$ cat config.mk
export PLATFORM = sky130hd
export DESIGN_NAME = websocket_text_reassembler_flat
export DESIGN_NICKNAME = d
export VERILOG_FILES = /design/src/rtl/wstr_pkg.sv /design/src/rtl/wstr_if.sv /design/src/rtl/wstr_front.sv /design/src/rtl/wstr_queue.sv /design/src/rtl/wstr_back.sv /design/src/rtl/websocket_text_reassembler.sv /design/src/flat_wrapper.sv
export SDC_FILE = /design/constraint.sdc
export NUM_CORES = 1
export LEC_CHECK = 0
export ABC_CLOCK_PERIOD_IN_PS = 7650
export BUFFER_PORTS_ARGS = -buffer_cell sky130_fd_sc_hd__buf_2
export CAP_MARGIN = 20
export CORE_UTILIZATION = 32
export CTS_BUF_LIST = sky130_fd_sc_hd__clkbuf_2 sky130_fd_sc_hd__clkbuf_4 sky130_fd_sc_hd__clkbuf_8
export CTS_CLUSTER_SIZE = 25
export DETAILED_ROUTE_END_ITERATION = 7
export GPL_ROUTABILITY_DRIVEN = 0
export GPL_TIMING_DRIVEN = 0
export PLACE_DENSITY = 0.52
export SLEW_MARGIN = 20
export SYNTH_ARGS = -nofsm -noshare
export SYNTH_HDL_FRONTEND = slang
export SYNTH_SLANG_ARGS = --single-unit
$ cat constraint.sdc
create_clock -name clk_i -period 7.65 [get_ports clk_i]
set_input_delay 0.3825 -clock clk_i [delete_from_list [all_inputs] [get_ports clk_i]]
set_output_delay 0.3825 -clock clk_i [all_outputs]
set_load 0.01 [all_outputs]
$ cat src/rtl/wstr_pkg.sv
// Shared types and constants of the WebSocket text reassembler.
package wstr_pkg;

  // Store sizing.
  localparam int unsigned MaxMessageBytes = 4096;
  localparam int unsigned CapW            = $clog2(MaxMessageBytes + 1);
  localparam int unsigned CfgW            = 13;
  localparam int unsigned WrAddrW         = 12;
  localparam int unsigned MsgLenW         = 13;
  localparam int unsigned ControlMaxBytes = 125;

  // Queue between front and back.
  localparam int unsigned QDepth = 2;
  localparam int unsigned QPtrW  = (QDepth > 1) ? $clog2(QDepth) : 1;
  localparam int unsigned QCntW  = $clog2(QDepth + 1);

  // Configuration registers.
  localparam int unsigned PAddrW      = 3;
  localparam logic        RegCapacity = 1'b0;
  localparam logic [CfgW-1:0] CapacityReset = CfgW'(4096);

  // Item kinds.
  localparam logic [1:0] KIND_HEADER = 2'd0;
  localparam logic [1:0] KIND_DATA   = 2'd1;
  localparam logic [1:0] KIND_CLEAR  = 2'd2;

  // Frame opcodes.
  localparam logic [3:0] OP_CONT  = 4'd0;
  localparam logic [3:0] OP_TEXT  = 4'd1;
  localparam logic [3:0] OP_CLOSE = 4'd8;
  localparam logic [3:0] OP_PING  = 4'd9;
  localparam logic [3:0] OP_PONG  = 4'd10;

  typedef enum logic [1:0] {
    ST_OK          = 2'd0,
    ST_INVALID     = 2'd1,
    ST_UNSUPPORTED = 2'd2,
    ST_LIMIT       = 2'd3
  } status_e;

  // One classified word as it travels through the queue.
  typedef struct packed {
    logic        is_hdr;
    logic        is_data;
    logic        is_clear;
    logic [3:0]  op;
    logic        fin;
    logic        op_ctrl;
    logic        op_text;
    logic        op_cont;
    logic        ctrl_bad;
    logic        off_zero;
    logic        clen_zero;
    logic [31:0] frame_len;
    logic [31:0] chunk_offset;
    logic [31:0] chunk_length;
    logic [7:0]  data_byte;
  } item_t;

  // Head of the queue as the back end sees it.
  typedef struct packed {
    logic  valid;
    item_t item;
  } q_head_t;

endpackage

$ cat src/rtl/wstr_if.sv
// Valid/ready channel interfaces for input words and result words.
interface wstr_in_if;
  logic        valid;
  logic        ready;
  logic [1:0]  kind;
  logic [3:0]  opcode;
  logic        fin;
  logic [31:0] frame_len;
  logic [31:0] chunk_offset;
  logic [31:0] chunk_length;
  logic [7:0]  data_byte;

  modport source (
    output valid, kind, opcode, fin, frame_len, chunk_offset, chunk_length, data_byte,
    input  ready
  );
  modport sink (
    input  valid, kind, opcode, fin, frame_len, chunk_offset, chunk_length, data_byte,
    output ready
  );
endinterface

interface wstr_out_if;
  logic        valid;
  logic        ready;
  logic [1:0]  status;
  logic        write_valid;
  logic [11:0] write_address;
  logic [7:0]  write_data;
  logic        message_done;
  logic [12:0] msg_len;

  modport source (
    output valid, status, write_valid, write_address, write_data, message_done,
           msg_len,
    input  ready
  );
  modport sink (
    input  valid, status, write_valid, write_address, write_data, message_done,
           msg_len,
    output ready
  );
endinterface

$ cat src/rtl/wstr_front.sv
// Front end: accepts input words and classifies them for the back end.
module wstr_front (
  wstr_in_if.sink        in_ch_i,
  input  logic           full_i,
  output logic           push_o,
  output wstr_pkg::item_t item_o
);
  import wstr_pkg::*;

  // Accept whenever the queue has room.
  assign in_ch_i.ready = !full_i;
  assign push_o        = in_ch_i.valid && !full_i;

  // Decode the kind and opcode and run the checks that need no state.
  always_comb begin
    item_o.is_hdr       = (in_ch_i.kind == KIND_HEADER);
    item_o.is_data      = (in_ch_i.kind == KIND_DATA);
    item_o.is_clear     = (in_ch_i.kind == KIND_CLEAR);
    item_o.op           = in_ch_i.opcode;
    item_o.fin          = in_ch_i.fin;
    item_o.op_ctrl      = (in_ch_i.opcode == OP_CLOSE) || (in_ch_i.opcode == OP_PING) ||
                          (in_ch_i.opcode == OP_PONG);
    item_o.op_text      = (in_ch_i.opcode == OP_TEXT);
    item_o.op_cont      = (in_ch_i.opcode == OP_CONT);
    item_o.ctrl_bad     = !in_ch_i.fin ||
                          (in_ch_i.frame_len > 32'(ControlMaxBytes)) ||
                          (in_ch_i.chunk_offset != 32'd0) ||
                          (in_ch_i.chunk_length != in_ch_i.frame_len);
    item_o.off_zero     = (in_ch_i.chunk_offset == 32'd0);
    item_o.clen_zero    = (in_ch_i.chunk_length == 32'd0);
    item_o.frame_len    = in_ch_i.frame_len;
    item_o.chunk_offset = in_ch_i.chunk_offset;
    item_o.chunk_length = in_ch_i.chunk_length;
    item_o.data_byte    = in_ch_i.data_byte;
  end

endmodule

$ cat src/rtl/wstr_queue.sv
// Short queue of classified words between the front and back ends.
module wstr_queue (
  input  logic              clk_i,
  input  logic              rst_ni,
  input  logic              push_i,
  input  wstr_pkg::item_t   item_i,
  output logic              full_o,
  input  logic              pop_i,
  output wstr_pkg::q_head_t head_o
);
  import wstr_pkg::*;

  item_t            mem_q [QDepth];
  logic [QPtrW-1:0] wr_ptr_q, wr_ptr_d;
  logic [QPtrW-1:0] rd_ptr_q, rd_ptr_d;
  logic [QCntW-1:0] cnt_q, cnt_d;

  assign full_o       = (cnt_q == QCntW'(QDepth));
  assign head_o.valid = (cnt_q != '0);
  assign head_o.item  = mem_q[rd_ptr_q];

  // Pointer and fill count updates.
  always_comb begin
    wr_ptr_d = wr_ptr_q;
    rd_ptr_d = rd_ptr_q;
    cnt_d    = cnt_q;
    if (push_i) begin
      wr_ptr_d = (wr_ptr_q == QPtrW'(QDepth - 1)) ? '0 : wr_ptr_q + 1'b1;
    end
    if (pop_i) begin
      rd_ptr_d = (rd_ptr_q == QPtrW'(QDepth - 1)) ? '0 : rd_ptr_q + 1'b1;
    end
    if (push_i && !pop_i) begin
      cnt_d = cnt_q + 1'b1;
    end else if (pop_i && !push_i) begin
      cnt_d = cnt_q - 1'b1;
    end
  end

  always_ff @(posedge clk_i or negedge rst_ni) begin
    if (!rst_ni) begin
      wr_ptr_q <= '0;
      rd_ptr_q <= '0;
      cnt_q    <= '0;
    end else begin
      wr_ptr_q <= wr_ptr_d;
      rd_ptr_q <= rd_ptr_d;
      cnt_q    <= cnt_d;
    end
  end

  // Entry storage.
  always_ff @(posedge clk_i) begin
    if (push_i) begin
      mem_q[wr_ptr_q] <= item_i;
    end
  end

endmodule

$ cat src/rtl/wstr_back.sv
// Back end: message and frame state, the checks against it, and the result register.
module wstr_back (
  input  logic                       clk_i,
  input  logic                       rst_ni,
  input  wstr_pkg::q_head_t          head_i,
  output logic                       pop_o,
  input  logic [wstr_pkg::CfgW-1:0]  capacity_i,
  wstr_out_if.source                 out_ch_o
);
  import wstr_pkg::*;

  // Reassembly state.
  status_e         err_q, err_d;
  logic            msg_active_q, msg_active_d;
  logic            frame_active_q, frame_active_d;
  logic [CapW-1:0] bim_q, bim_d;
  logic [31:0]     total_q, total_d;
  logic [31:0]     prog_q, prog_d;
  logic [31:0]     left_q, left_d;
  logic [3:0]      frame_op_q, frame_op_d;
  logic            frame_final_q, frame_final_d;
  logic [31:0]     chunk_left_q, chunk_left_d;
  logic            chunk_ctrl_q, chunk_ctrl_d;

  // Result register.
  logic               out_valid_q, out_valid_d;
  status_e            r_status_q, r_status_d;
  logic               r_write_q, r_write_d;
  logic [WrAddrW-1:0] r_addr_q, r_addr_d;
  logic [7:0]         r_data_q, r_data_d;
  logic               r_done_q, r_done_d;
  logic [MsgLenW-1:0] r_len_q, r_len_d;

  item_t           it;
  logic [CapW-1:0] cap_sat, room, bim_b, bim_inc;
  logic [31:0]     total_b, prog_b, left_b, bim32, len32;
  status_e         hdr_err;

  assign it    = head_i.item;
  assign pop_o = head_i.valid && (!out_valid_q || out_ch_o.ready);

  // Room left in the store, measured from the message start this header implies.
  always_comb begin
    if (32'(capacity_i) > 32'(MaxMessageBytes)) begin
      cap_sat = CapW'(MaxMessageBytes);
    end else begin
      cap_sat = CapW'(capacity_i);
    end
    bim_b   = (it.off_zero && it.op_text) ? '0 : bim_q;
    room    = (cap_sat > bim_b) ? cap_sat - bim_b : '0;
    total_b = it.off_zero ? it.frame_len : total_q;
    prog_b  = it.off_zero ? 32'd0 : prog_q;
    left_b  = it.off_zero ? it.frame_len : left_q;
    bim_inc = bim_q + 1'b1;
  end

  // Header checks in priority order.
  always_comb begin
    hdr_err = ST_OK;
    if (chunk_left_q != 32'd0) begin
      hdr_err = ST_INVALID;
    end else if (it.op_ctrl) begin
      if (it.ctrl_bad) begin
        hdr_err = ST_INVALID;
      end
    end else begin
      if (it.off_zero) begin
        if (frame_active_q) begin
          hdr_err = ST_INVALID;
        end else if (it.op_text) begin
          if (msg_active_q) begin
            hdr_err = ST_INVALID;
          end
        end else if (it.op_cont) begin
          if (!msg_active_q) begin
            hdr_err = ST_INVALID;
          end
        end else begin
          hdr_err = ST_UNSUPPORTED;
        end
      end else if (!frame_active_q || (it.op != frame_op_q) || (it.fin != frame_final_q) ||
                   (it.frame_len != total_q)) begin
        hdr_err = ST_INVALID;
      end
      if (hdr_err == ST_OK) begin
        if ((it.chunk_offset != prog_b) || (it.chunk_length > left_b)) begin
          hdr_err = ST_INVALID;
        end else if (it.chunk_length > 32'(room)) begin
          hdr_err = ST_LIMIT;
        end
      end
    end
  end

  // State update and result for the word at the head of the queue.
  always_comb begin
    err_d          = err_q;
    msg_active_d   = msg_active_q;
    frame_active_d = frame_active_q;
    bim_d          = bim_q;
    total_d        = total_q;
    prog_d         = prog_q;
    left_d         = left_q;
    frame_op_d     = frame_op_q;
    frame_final_d  = frame_final_q;
    chunk_left_d   = chunk_left_q;
    chunk_ctrl_d   = chunk_ctrl_q;
    r_write_d      = 1'b0;
    r_data_d       = 8'd0;
    r_done_d       = 1'b0;
    bim32          = 32'(bim_q);
    len32          = 32'd0;
    r_addr_d       = '0;

    if (pop_o) begin
      if (it.is_clear) begin
        err_d          = ST_OK;
        msg_active_d   = 1'b0;
        frame_active_d = 1'b0;
        bim_d          = '0;
        total_d        = 32'd0;
        prog_d         = 32'd0;
        left_d         = 32'd0;
        frame_op_d     = 4'd0;
        frame_final_d  = 1'b0;
        chunk_left_d   = 32'd0;
        chunk_ctrl_d   = 1'b0;
      end else if (err_q == ST_OK) begin
        if (it.is_hdr) begin
          if (hdr_err != ST_OK) begin
            err_d          = hdr_err;
            msg_active_d   = 1'b0;
            frame_active_d = 1'b0;
            bim_d          = '0;
            total_d        = 32'd0;
            prog_d         = 32'd0;
            left_d         = 32'd0;
            chunk_left_d   = 32'd0;
            chunk_ctrl_d   = 1'b0;
          end else if (it.op_ctrl) begin
            chunk_left_d = it.chunk_length;
            chunk_ctrl_d = 1'b1;
          end else begin
            if (it.off_zero && it.op_text) begin
              msg_active_d = 1'b1;
            end
            if (it.off_zero) begin
              frame_op_d    = it.op;
              frame_final_d = it.fin;
            end
            frame_active_d = 1'b1;
            bim_d          = bim_b;
            total_d        = total_b;
            prog_d         = prog_b + it.chunk_length;
            left_d         = left_b - it.chunk_length;
            chunk_left_d   = it.chunk_length;
            chunk_ctrl_d   = 1'b0;
            // An empty chunk that closes its frame completes right here.
            if (it.clen_zero && (left_b == 32'd0)) begin
              frame_active_d = 1'b0;
              if (it.fin) begin
                r_done_d     = 1'b1;
                len32        = 32'(bim_b);
                msg_active_d = 1'b0;
                bim_d        = '0;
                total_d      = 32'd0;
                prog_d       = 32'd0;
                left_d       = 32'd0;
              end
            end
          end
        end else if (it.is_data) begin
          if (chunk_left_q == 32'd0) begin
            // Stray data byte.
            err_d          = ST_INVALID;
            msg_active_d   = 1'b0;
            frame_active_d = 1'b0;
            bim_d          = '0;
            total_d        = 32'd0;
            prog_d         = 32'd0;
            left_d         = 32'd0;
            chunk_left_d   = 32'd0;
            chunk_ctrl_d   = 1'b0;
          end else begin
            chunk_left_d = chunk_left_q - 32'd1;
            if (!chunk_ctrl_q) begin
              r_write_d = 1'b1;
              r_addr_d  = bim32[WrAddrW-1:0];
              r_data_d  = it.data_byte;
              bim_d     = bim_inc;
              // Last byte of the chunk that also ends the frame.
              if ((chunk_left_q == 32'd1) && (left_q == 32'd0)) begin
                frame_active_d = 1'b0;
                if (frame_final_q) begin
                  r_done_d     = 1'b1;
                  len32        = 32'(bim_inc);
                  msg_active_d = 1'b0;
                  bim_d        = '0;
                  total_d      = 32'd0;
                  prog_d       = 32'd0;
                  left_d       = 32'd0;
                end
              end
            end
          end
        end
      end
    end

    r_status_d = err_d;
    r_len_d    = len32[MsgLenW-1:0];
  end

  // Result register handshake.
  always_comb begin
    out_valid_d = out_valid_q;
    if (pop_o) begin
      out_valid_d = 1'b1;
    end else if (out_ch_o.ready) begin
      out_valid_d = 1'b0;
    end
  end

  always_ff @(posedge clk_i or negedge rst_ni) begin
    if (!rst_ni) begin
      err_q          <= ST_OK;
      msg_active_q   <= 1'b0;
      frame_active_q <= 1'b0;
      bim_q          <= '0;
      total_q        <= 32'd0;
      prog_q         <= 32'd0;
      left_q         <= 32'd0;
      frame_op_q     <= 4'd0;
      frame_final_q  <= 1'b0;
      chunk_left_q   <= 32'd0;
      chunk_ctrl_q   <= 1'b0;
      out_valid_q    <= 1'b0;
    end else begin
      err_q          <= err_d;
      msg_active_q   <= msg_active_d;
      frame_active_q <= frame_active_d;
      bim_q          <= bim_d;
      total_q        <= total_d;
      prog_q         <= prog_d;
      left_q         <= left_d;
      frame_op_q     <= frame_op_d;
      frame_final_q  <= frame_final_d;
      chunk_left_q   <= chunk_left_d;
      chunk_ctrl_q   <= chunk_ctrl_d;
      out_valid_q    <= out_valid_d;
    end
  end

  // Result payload loads only when a word is taken from the queue.
  always_ff @(posedge clk_i) begin
    if (pop_o) begin
      r_status_q <= r_status_d;
      r_write_q  <= r_write_d;
      r_addr_q   <= r_addr_d;
      r_data_q   <= r_data_d;
      r_done_q   <= r_done_d;
      r_len_q    <= r_len_d;
    end
  end

  assign out_ch_o.valid         = out_valid_q;
  assign out_ch_o.status        = r_status_q;
  assign out_ch_o.write_valid   = r_write_q;
  assign out_ch_o.write_address = r_addr_q;
  assign out_ch_o.write_data    = r_data_q;
  assign out_ch_o.message_done  = r_done_q;
  assign out_ch_o.msg_len       = r_len_q;

endmodule

$ cat src/rtl/websocket_text_reassembler.sv
// Top level of the WebSocket text reassembler: front end, queue, back end, config port.
//
//   Channel    Dir  Handshake            Carries
//   in_ch_i    in   valid/ready          header, data byte or clear word
//   out_ch_o   out  valid/ready          status, store write, message completion
//   APB        in   psel/penable/pready  buffer_capacity at byte address 0
//
// One word per cycle sustained while the output does not stall; an accepted word enters
// the queue, is loaded into the result register when popped, and is then offered.
// The per-word state update in the back end is combinational, so it sets the rate.
// Reset needs no clearing pass. While the output is stalled the two-entry queue takes
// words until it holds two, and then input ready drops.
module websocket_text_reassembler (
  input  logic                        clk_i,
  input  logic                        rst_ni,
  wstr_in_if.sink                     in_ch_i,
  wstr_out_if.source                  out_ch_o,
  input  logic                        psel,
  input  logic                        penable,
  input  logic                        pwrite,
  input  logic [wstr_pkg::PAddrW-1:0] paddr,
  input  logic [31:0]                 pwdata,
  output logic [31:0]                 prdata,
  output logic                        pready
);
  import wstr_pkg::*;

  logic            push;
  logic            full;
  logic            pop;
  item_t           item;
  q_head_t         head;
  logic [CfgW-1:0] capacity_q, capacity_d;

  // Configuration register.
  assign pready = 1'b1;

  always_comb begin
    capacity_d = capacity_q;
    if (psel && penable && pwrite && pready && (paddr[2] == RegCapacity)) begin
      capacity_d = pwdata[CfgW-1:0];
    end
  end

  always_ff @(posedge clk_i or negedge rst_ni) begin
    if (!rst_ni) begin
      capacity_q <= CapacityReset;
    end else begin
      capacity_q <= capacity_d;
    end
  end

  assign prdata = (paddr[2] == RegCapacity) ? 32'(capacity_q) : 32'd0;

  wstr_front u_front (
    .in_ch_i (in_ch_i),
    .full_i  (full),
    .push_o  (push),
    .item_o  (item)
  );

  wstr_queue u_queue (
    .clk_i  (clk_i),
    .rst_ni (rst_ni),
    .push_i (push),
    .item_i (item),
    .full_o (full),
    .pop_i  (pop),
    .head_o (head)
  );

  wstr_back u_back (
    .clk_i      (clk_i),
    .rst_ni     (rst_ni),
    .head_i     (head),
    .pop_o      (pop),
    .capacity_i (capacity_q),
    .out_ch_o   (out_ch_o)
  );

endmodule

$ cat src/flat_wrapper.sv
// flat-port wrapper written by rule: the top's interface ports become plain ports
module websocket_text_reassembler_flat import wstr_pkg::*;
  (clk_i, rst_ni, psel, penable, pwrite, paddr, pwdata, prdata, pready, in_ch_i_valid, in_ch_i_kind, in_ch_i_opcode, in_ch_i_fin, in_ch_i_frame_len, in_ch_i_chunk_offset, in_ch_i_chunk_length, in_ch_i_data_byte, in_ch_i_ready, out_ch_o_valid, out_ch_o_status, out_ch_o_write_valid, out_ch_o_write_address, out_ch_o_write_data, out_ch_o_message_done, out_ch_o_msg_len, out_ch_o_ready);
  wstr_in_if in_ch_i_i ();
  wstr_out_if out_ch_o_i ();
  input  logic clk_i;
  input  logic rst_ni;
  input  logic psel;
  input  logic penable;
  input  logic pwrite;
  input  logic [wstr_pkg::PAddrW-1:0] paddr;
  input  logic [31:0] pwdata;
  output logic [31:0] prdata;
  output logic pready;
  input wire logic [$bits(in_ch_i_i.valid)-1:0] in_ch_i_valid;
  input wire logic [$bits(in_ch_i_i.kind)-1:0] in_ch_i_kind;
  input wire logic [$bits(in_ch_i_i.opcode)-1:0] in_ch_i_opcode;
  input wire logic [$bits(in_ch_i_i.fin)-1:0] in_ch_i_fin;
  input wire logic [$bits(in_ch_i_i.frame_len)-1:0] in_ch_i_frame_len;
  input wire logic [$bits(in_ch_i_i.chunk_offset)-1:0] in_ch_i_chunk_offset;
  input wire logic [$bits(in_ch_i_i.chunk_length)-1:0] in_ch_i_chunk_length;
  input wire logic [$bits(in_ch_i_i.data_byte)-1:0] in_ch_i_data_byte;
  output wire logic [$bits(in_ch_i_i.ready)-1:0] in_ch_i_ready;
  output wire logic [$bits(out_ch_o_i.valid)-1:0] out_ch_o_valid;
  output wire logic [$bits(out_ch_o_i.status)-1:0] out_ch_o_status;
  output wire logic [$bits(out_ch_o_i.write_valid)-1:0] out_ch_o_write_valid;
  output wire logic [$bits(out_ch_o_i.write_address)-1:0] out_ch_o_write_address;
  output wire logic [$bits(out_ch_o_i.write_data)-1:0] out_ch_o_write_data;
  output wire logic [$bits(out_ch_o_i.message_done)-1:0] out_ch_o_message_done;
  output wire logic [$bits(out_ch_o_i.msg_len)-1:0] out_ch_o_msg_len;
  input wire logic [$bits(out_ch_o_i.ready)-1:0] out_ch_o_ready;
  assign in_ch_i_i.valid = in_ch_i_valid;
  assign in_ch_i_i.kind = in_ch_i_kind;
  assign in_ch_i_i.opcode = in_ch_i_opcode;
  assign in_ch_i_i.fin = in_ch_i_fin;
  assign in_ch_i_i.frame_len = in_ch_i_frame_len;
  assign in_ch_i_i.chunk_offset = in_ch_i_chunk_offset;
  assign in_ch_i_i.chunk_length = in_ch_i_chunk_length;
  assign in_ch_i_i.data_byte = in_ch_i_data_byte;
  assign in_ch_i_ready = in_ch_i_i.ready;
  assign out_ch_o_valid = out_ch_o_i.valid;
  assign out_ch_o_status = out_ch_o_i.status;
  assign out_ch_o_write_valid = out_ch_o_i.write_valid;
  assign out_ch_o_write_address = out_ch_o_i.write_address;
  assign out_ch_o_write_data = out_ch_o_i.write_data;
  assign out_ch_o_message_done = out_ch_o_i.message_done;
  assign out_ch_o_msg_len = out_ch_o_i.msg_len;
  assign out_ch_o_i.ready = out_ch_o_ready;
  websocket_text_reassembler u_core (.clk_i(clk_i), .rst_ni(rst_ni), .in_ch_i(in_ch_i_i), .out_ch_o(out_ch_o_i), .psel(psel), .penable(penable), .pwrite(pwrite), .paddr(paddr), .pwdata(pwdata), .prdata(prdata), .pready(pready));
endmodule
==> flow_metrics.tcl <==
set metrics [dict create \
    outcome "finished clean" \
    layout_commonest_cell "edfxtp_1" \
    worst_hold_slack_ns 0.0518 \
    report.final.slew_viol_count 0 \
    tritoncts_clock_tree "yes" \
    synth.largest_area_cell "edfxtp_1" \
    drt_first_iter_violations 1850 \
    core_um2 77600 \
    worstSetupStartpoint "u_core.u_queue.rd_ptr_q" \
    port-buffer-count 183 \
    path_clk_slew_ns 0.06 \
    p_total_mw 10.9 \
    worst_pin_slew_ns 1.15 \
    finish.cell_count_without_fillers 3919 \
    worst_clock_skew_ns 0.0545 \
    reg2reg_from "u_core.u_queue.rd_ptr_q" \
    vias_per_cell 5.40 \
    drt_first_pass_iters 5 \
    holdCritPathClass "input port to flop" \
    die_width_um 282 \
    rsz0062_at_grt "false" \
    cts_root_buf "clkbuf_8" \
    grt_max_degree 68 \
    yosys_warn_count 0 \
    postPlaceCellArea_um2 27700 \
    grt_pass1_wl_um 130000 \
    die_area_um2 79600 \
    async_flop_share_pct 38.2 \
    cts_buffers 84 \
    grt-ovfl-total 0 \
    placement_rows 102 \
    final.period_utilization_pct 97.2 \
    ff_to_ff_end "u_core.u_back.prog_q[9]" \
    avgSynthCellArea_um2 10.6 \
    routedWlPerCell_um 22.6 \
    number_of_routed_nets_with_antenna_violations 0 \
    power_per_cell_area_nw_per_um2 354 \
    num_vias 21200 \
    maximum_fanout_along_the_worst_path 10 \
    clock_path_buffers 3 \
    synth_enable_flop_cells 273 \
    mostFrequentLayoutCells "edfxtp_1 (273), buf_2 (194), nand2_1 (187), nor2_1 (182), dfrtp_1 (168)" \
    r2r.worst_path.cells 25 \
    route.final.wire_length_um 88500 \
    placedCellCount 3631 \
    number_of_global_route_vias_before_repair 20700 \
    post-synth-top-area-fraction_pct 32.6 \
    worst_skew_pair_later_pin_latency_ns 0.73 \
    reg2reg_slack_ns 0.21 \
    ys_seq_elements 442 \
    htree_num_levels 3 \
    count_of_unresolved_drc_violations_after_routing 0 \
    cp_data_required_time_ns 8.26 \
    yosysSeqAreaShare_pct 49.5 \
    startpoint_type "flop" \
    total_nets_final 3057 \
    drv.max_cap_violation_count 0 \
    synth.area.top_cells "edfxtp_1 (33%), dfrtp_1 (17%), ha_1 (4.7%), mux2i_1 (4.7%), xnor2_1 (3.9%)" \
    initial_antenna_violation_count 4 \
    syn_inst 2378 \
    timing.setup.tns_ns 0 \
    finalSetupViolations 0 \
    power.ir.vdd_worst_mv 0.177 \
    max_freq_mhz 134 \
    synth_ff_type "edfxtp_1" \
    p_leak_nw 12.3 \
    die-height_um 282 \
    crit_path_end "u_core.u_back.prog_q[9]" \
    finalCriticalPeriod_ns 7.44 \
    layout_cell_share_with_drive_strength_beyond_1_pct 17.1 \
    place.detailed.hpwl_um 66600 \
    setup.worst_path.class "flop to flop" \
    ioPinCount 225 \
    clock-sinks 442 \
    global_route.usage.total_pct 22.0 \
    hold_violation_count_in_the_final_report 0 \
    syn_area_um2 25100 \
    start_util_pct 32.4 \
    post_synth_num_cell_types 88 \
    area_delta_synth_final_pct 22.8 \
    timing.max_slew.rel_slack_pct 23.3 \
    area_of_all_placed_cells_without_fillers_um2 30800 \
    arrival_ns 8.05 \
    timing.critical_path.to_type "flop" \
]
-- sequential cells by signal, summed over array words and instances, names as in the netlist --
register / count
u_core.u_back.err_q: 2
u_core.u_back.bim_q: 13
u_core.u_back.out_ch_o.valid: 1
u_core.u_back.out_ch_o.status: 2
u_core.u_back.out_ch_o.write_valid: 1
u_core.u_back.frame_final_q: 1
u_core.u_back.chunk_ctrl_q: 1
u_core.u_back.prog_q: 32
u_core.u_queue.wr_ptr_q: 1
u_core.u_back.frame_op_q: 4
u_core.u_back.msg_active_q: 1
u_core.u_back.out_ch_o.write_data: 8
u_core.u_back.out_ch_o.write_address: 12
u_core.u_back.left_q: 32
u_core.u_back.frame_active_q: 1
u_core.u_back.out_ch_o.message_done: 1
u_core.capacity_q: 13
u_core.u_queue.mem_q: 236
u_core.u_queue.cnt_q: 2
u_core.u_back.chunk_left_q: 32
u_core.u_back.out_ch_o.msg_len: 13
u_core.u_queue.rd_ptr_q: 1
u_core.u_back.total_q: 32
-- Yosys cell counts, drive strengths merged (8+ instances only) --
library cell	instances
a211oi	21
a21o	30
a21oi	135
a221oi	10
a31oi	32
and2	43
and3	11
buf	62
clkbuf	51
dfrtp	168
edfxtp	273
ha	94
inv	76
mux2	33
mux2i	121
nand2	191
nand2b	28
nand3	45
nand4	37
nor2	188
nor2b	43
nor3	58
nor4	64
nor4b	9
nor4bb	23
o211ai	10
o21a	11
o21ai	180
o21bai	9
o22ai	14
o31ai	8
o32ai	21
or2	11
or3	12
xnor2	111
xor2	53
-- routing by layer --
layer | share of wire, % | global-route usage, % | vias up
met5 | 0 | 0 | -
met4 | 3.3 | 7.73 | 0
met3 | 6.7 | 3.90 | 175
met2 | 47 | 36.1 | 839
met1 | 43 | 29.0 | 10500
li1 | - | - | 9686
-- metrics by stage --
step	util (%)	setup WS (ns)
global placement	35.3	-2.66
CTS	39.5	0.0164
detailed placement	35.7	-0.831
finish	39.7	0.211
global route	39.7	0.0389
floorplan	-	1.31
-- timing repair --
action	in CTS	in global routing
hold endpoints to repair	321	0
setup buffers	0	6
pin swaps	0	8
setup endpoints to repair	166	163
gates resized for setup	20	21
hold buffers	125	0
-- how the worst min path moves through the flow --
stage | end | slack, ns | startpoint | depth (start not counted)
floorplan | u_core.capacity_q[0] | 0.09 | rst_ni | 0
global placement | u_core.u_queue.wr_ptr_q | 0.48 | u_core.u_queue.wr_ptr_q | 1
detailed placement | u_core.capacity_q[6] | 0.33 | rst_ni | 1
CTS | u_core.u_queue.mem_q[0][46] | 0.004 | in_ch_i_chunk_offset[6] | 1
global route | u_core.u_queue.mem_q[0][46] | 0.003 | in_ch_i_chunk_offset[6] | 1
finish | u_core.u_queue.mem_q[0][46] | 0.05 | in_ch_i_chunk_offset[6] | 1
-- cell families after synthesis --
group / share of synthesized area, %
flops: 49.5
other cells: 0.0299
simple gates: 16.3
compound gates: 13.5
fa+ha+maj: 4.92
buf+inv: 3.69
mux: 6.37
xor+xnor: 5.72
-- power by group --
part	total, mW	switching [mW]	internal, mW
clock	2.37	1.13	1.23
sequential	3.34	0.252	3.08
combinational	5.21	3.38	1.83
total	10.9	4.76	6.15
-- critical path, stage by stage, from the launching register on --
cell      delay [ns]
dfrtp_1         0.37
buf_12          0.19
buf_16          0.21
buf_6           0.22
buf_6           0.21
buf_4           0.26
buf_4           0.32
buf_2           0.33
clkbuf_2        0.44
mux2i_2         0.64
inv_1           0.21
ha_1            0.27
fa_1            0.44
nand2b_1        0.20
a21oi_1         0.29
o41ai_1         0.16
o21ai_1         0.34
a211oi_1        0.23
nor4_1          0.44
o211ai_1        0.26
o21a_4          0.31
nor3_4          0.22
nand2_2         0.13
buf_4           0.22
buf_4           0.22
o22ai_1         0.15
-- cell type report --
type	count	area, um2
fill	7632	46800
antenna	3	7.51
clock inverter	44	310
sequential	442	12400
buffer	112	684
inverter	76	285
tap	1040	1300
clock buffer	111	1370
multi-input combinational	1765	12000
timing repair buffer	326	2490
(Power assumes the default switching activity.)
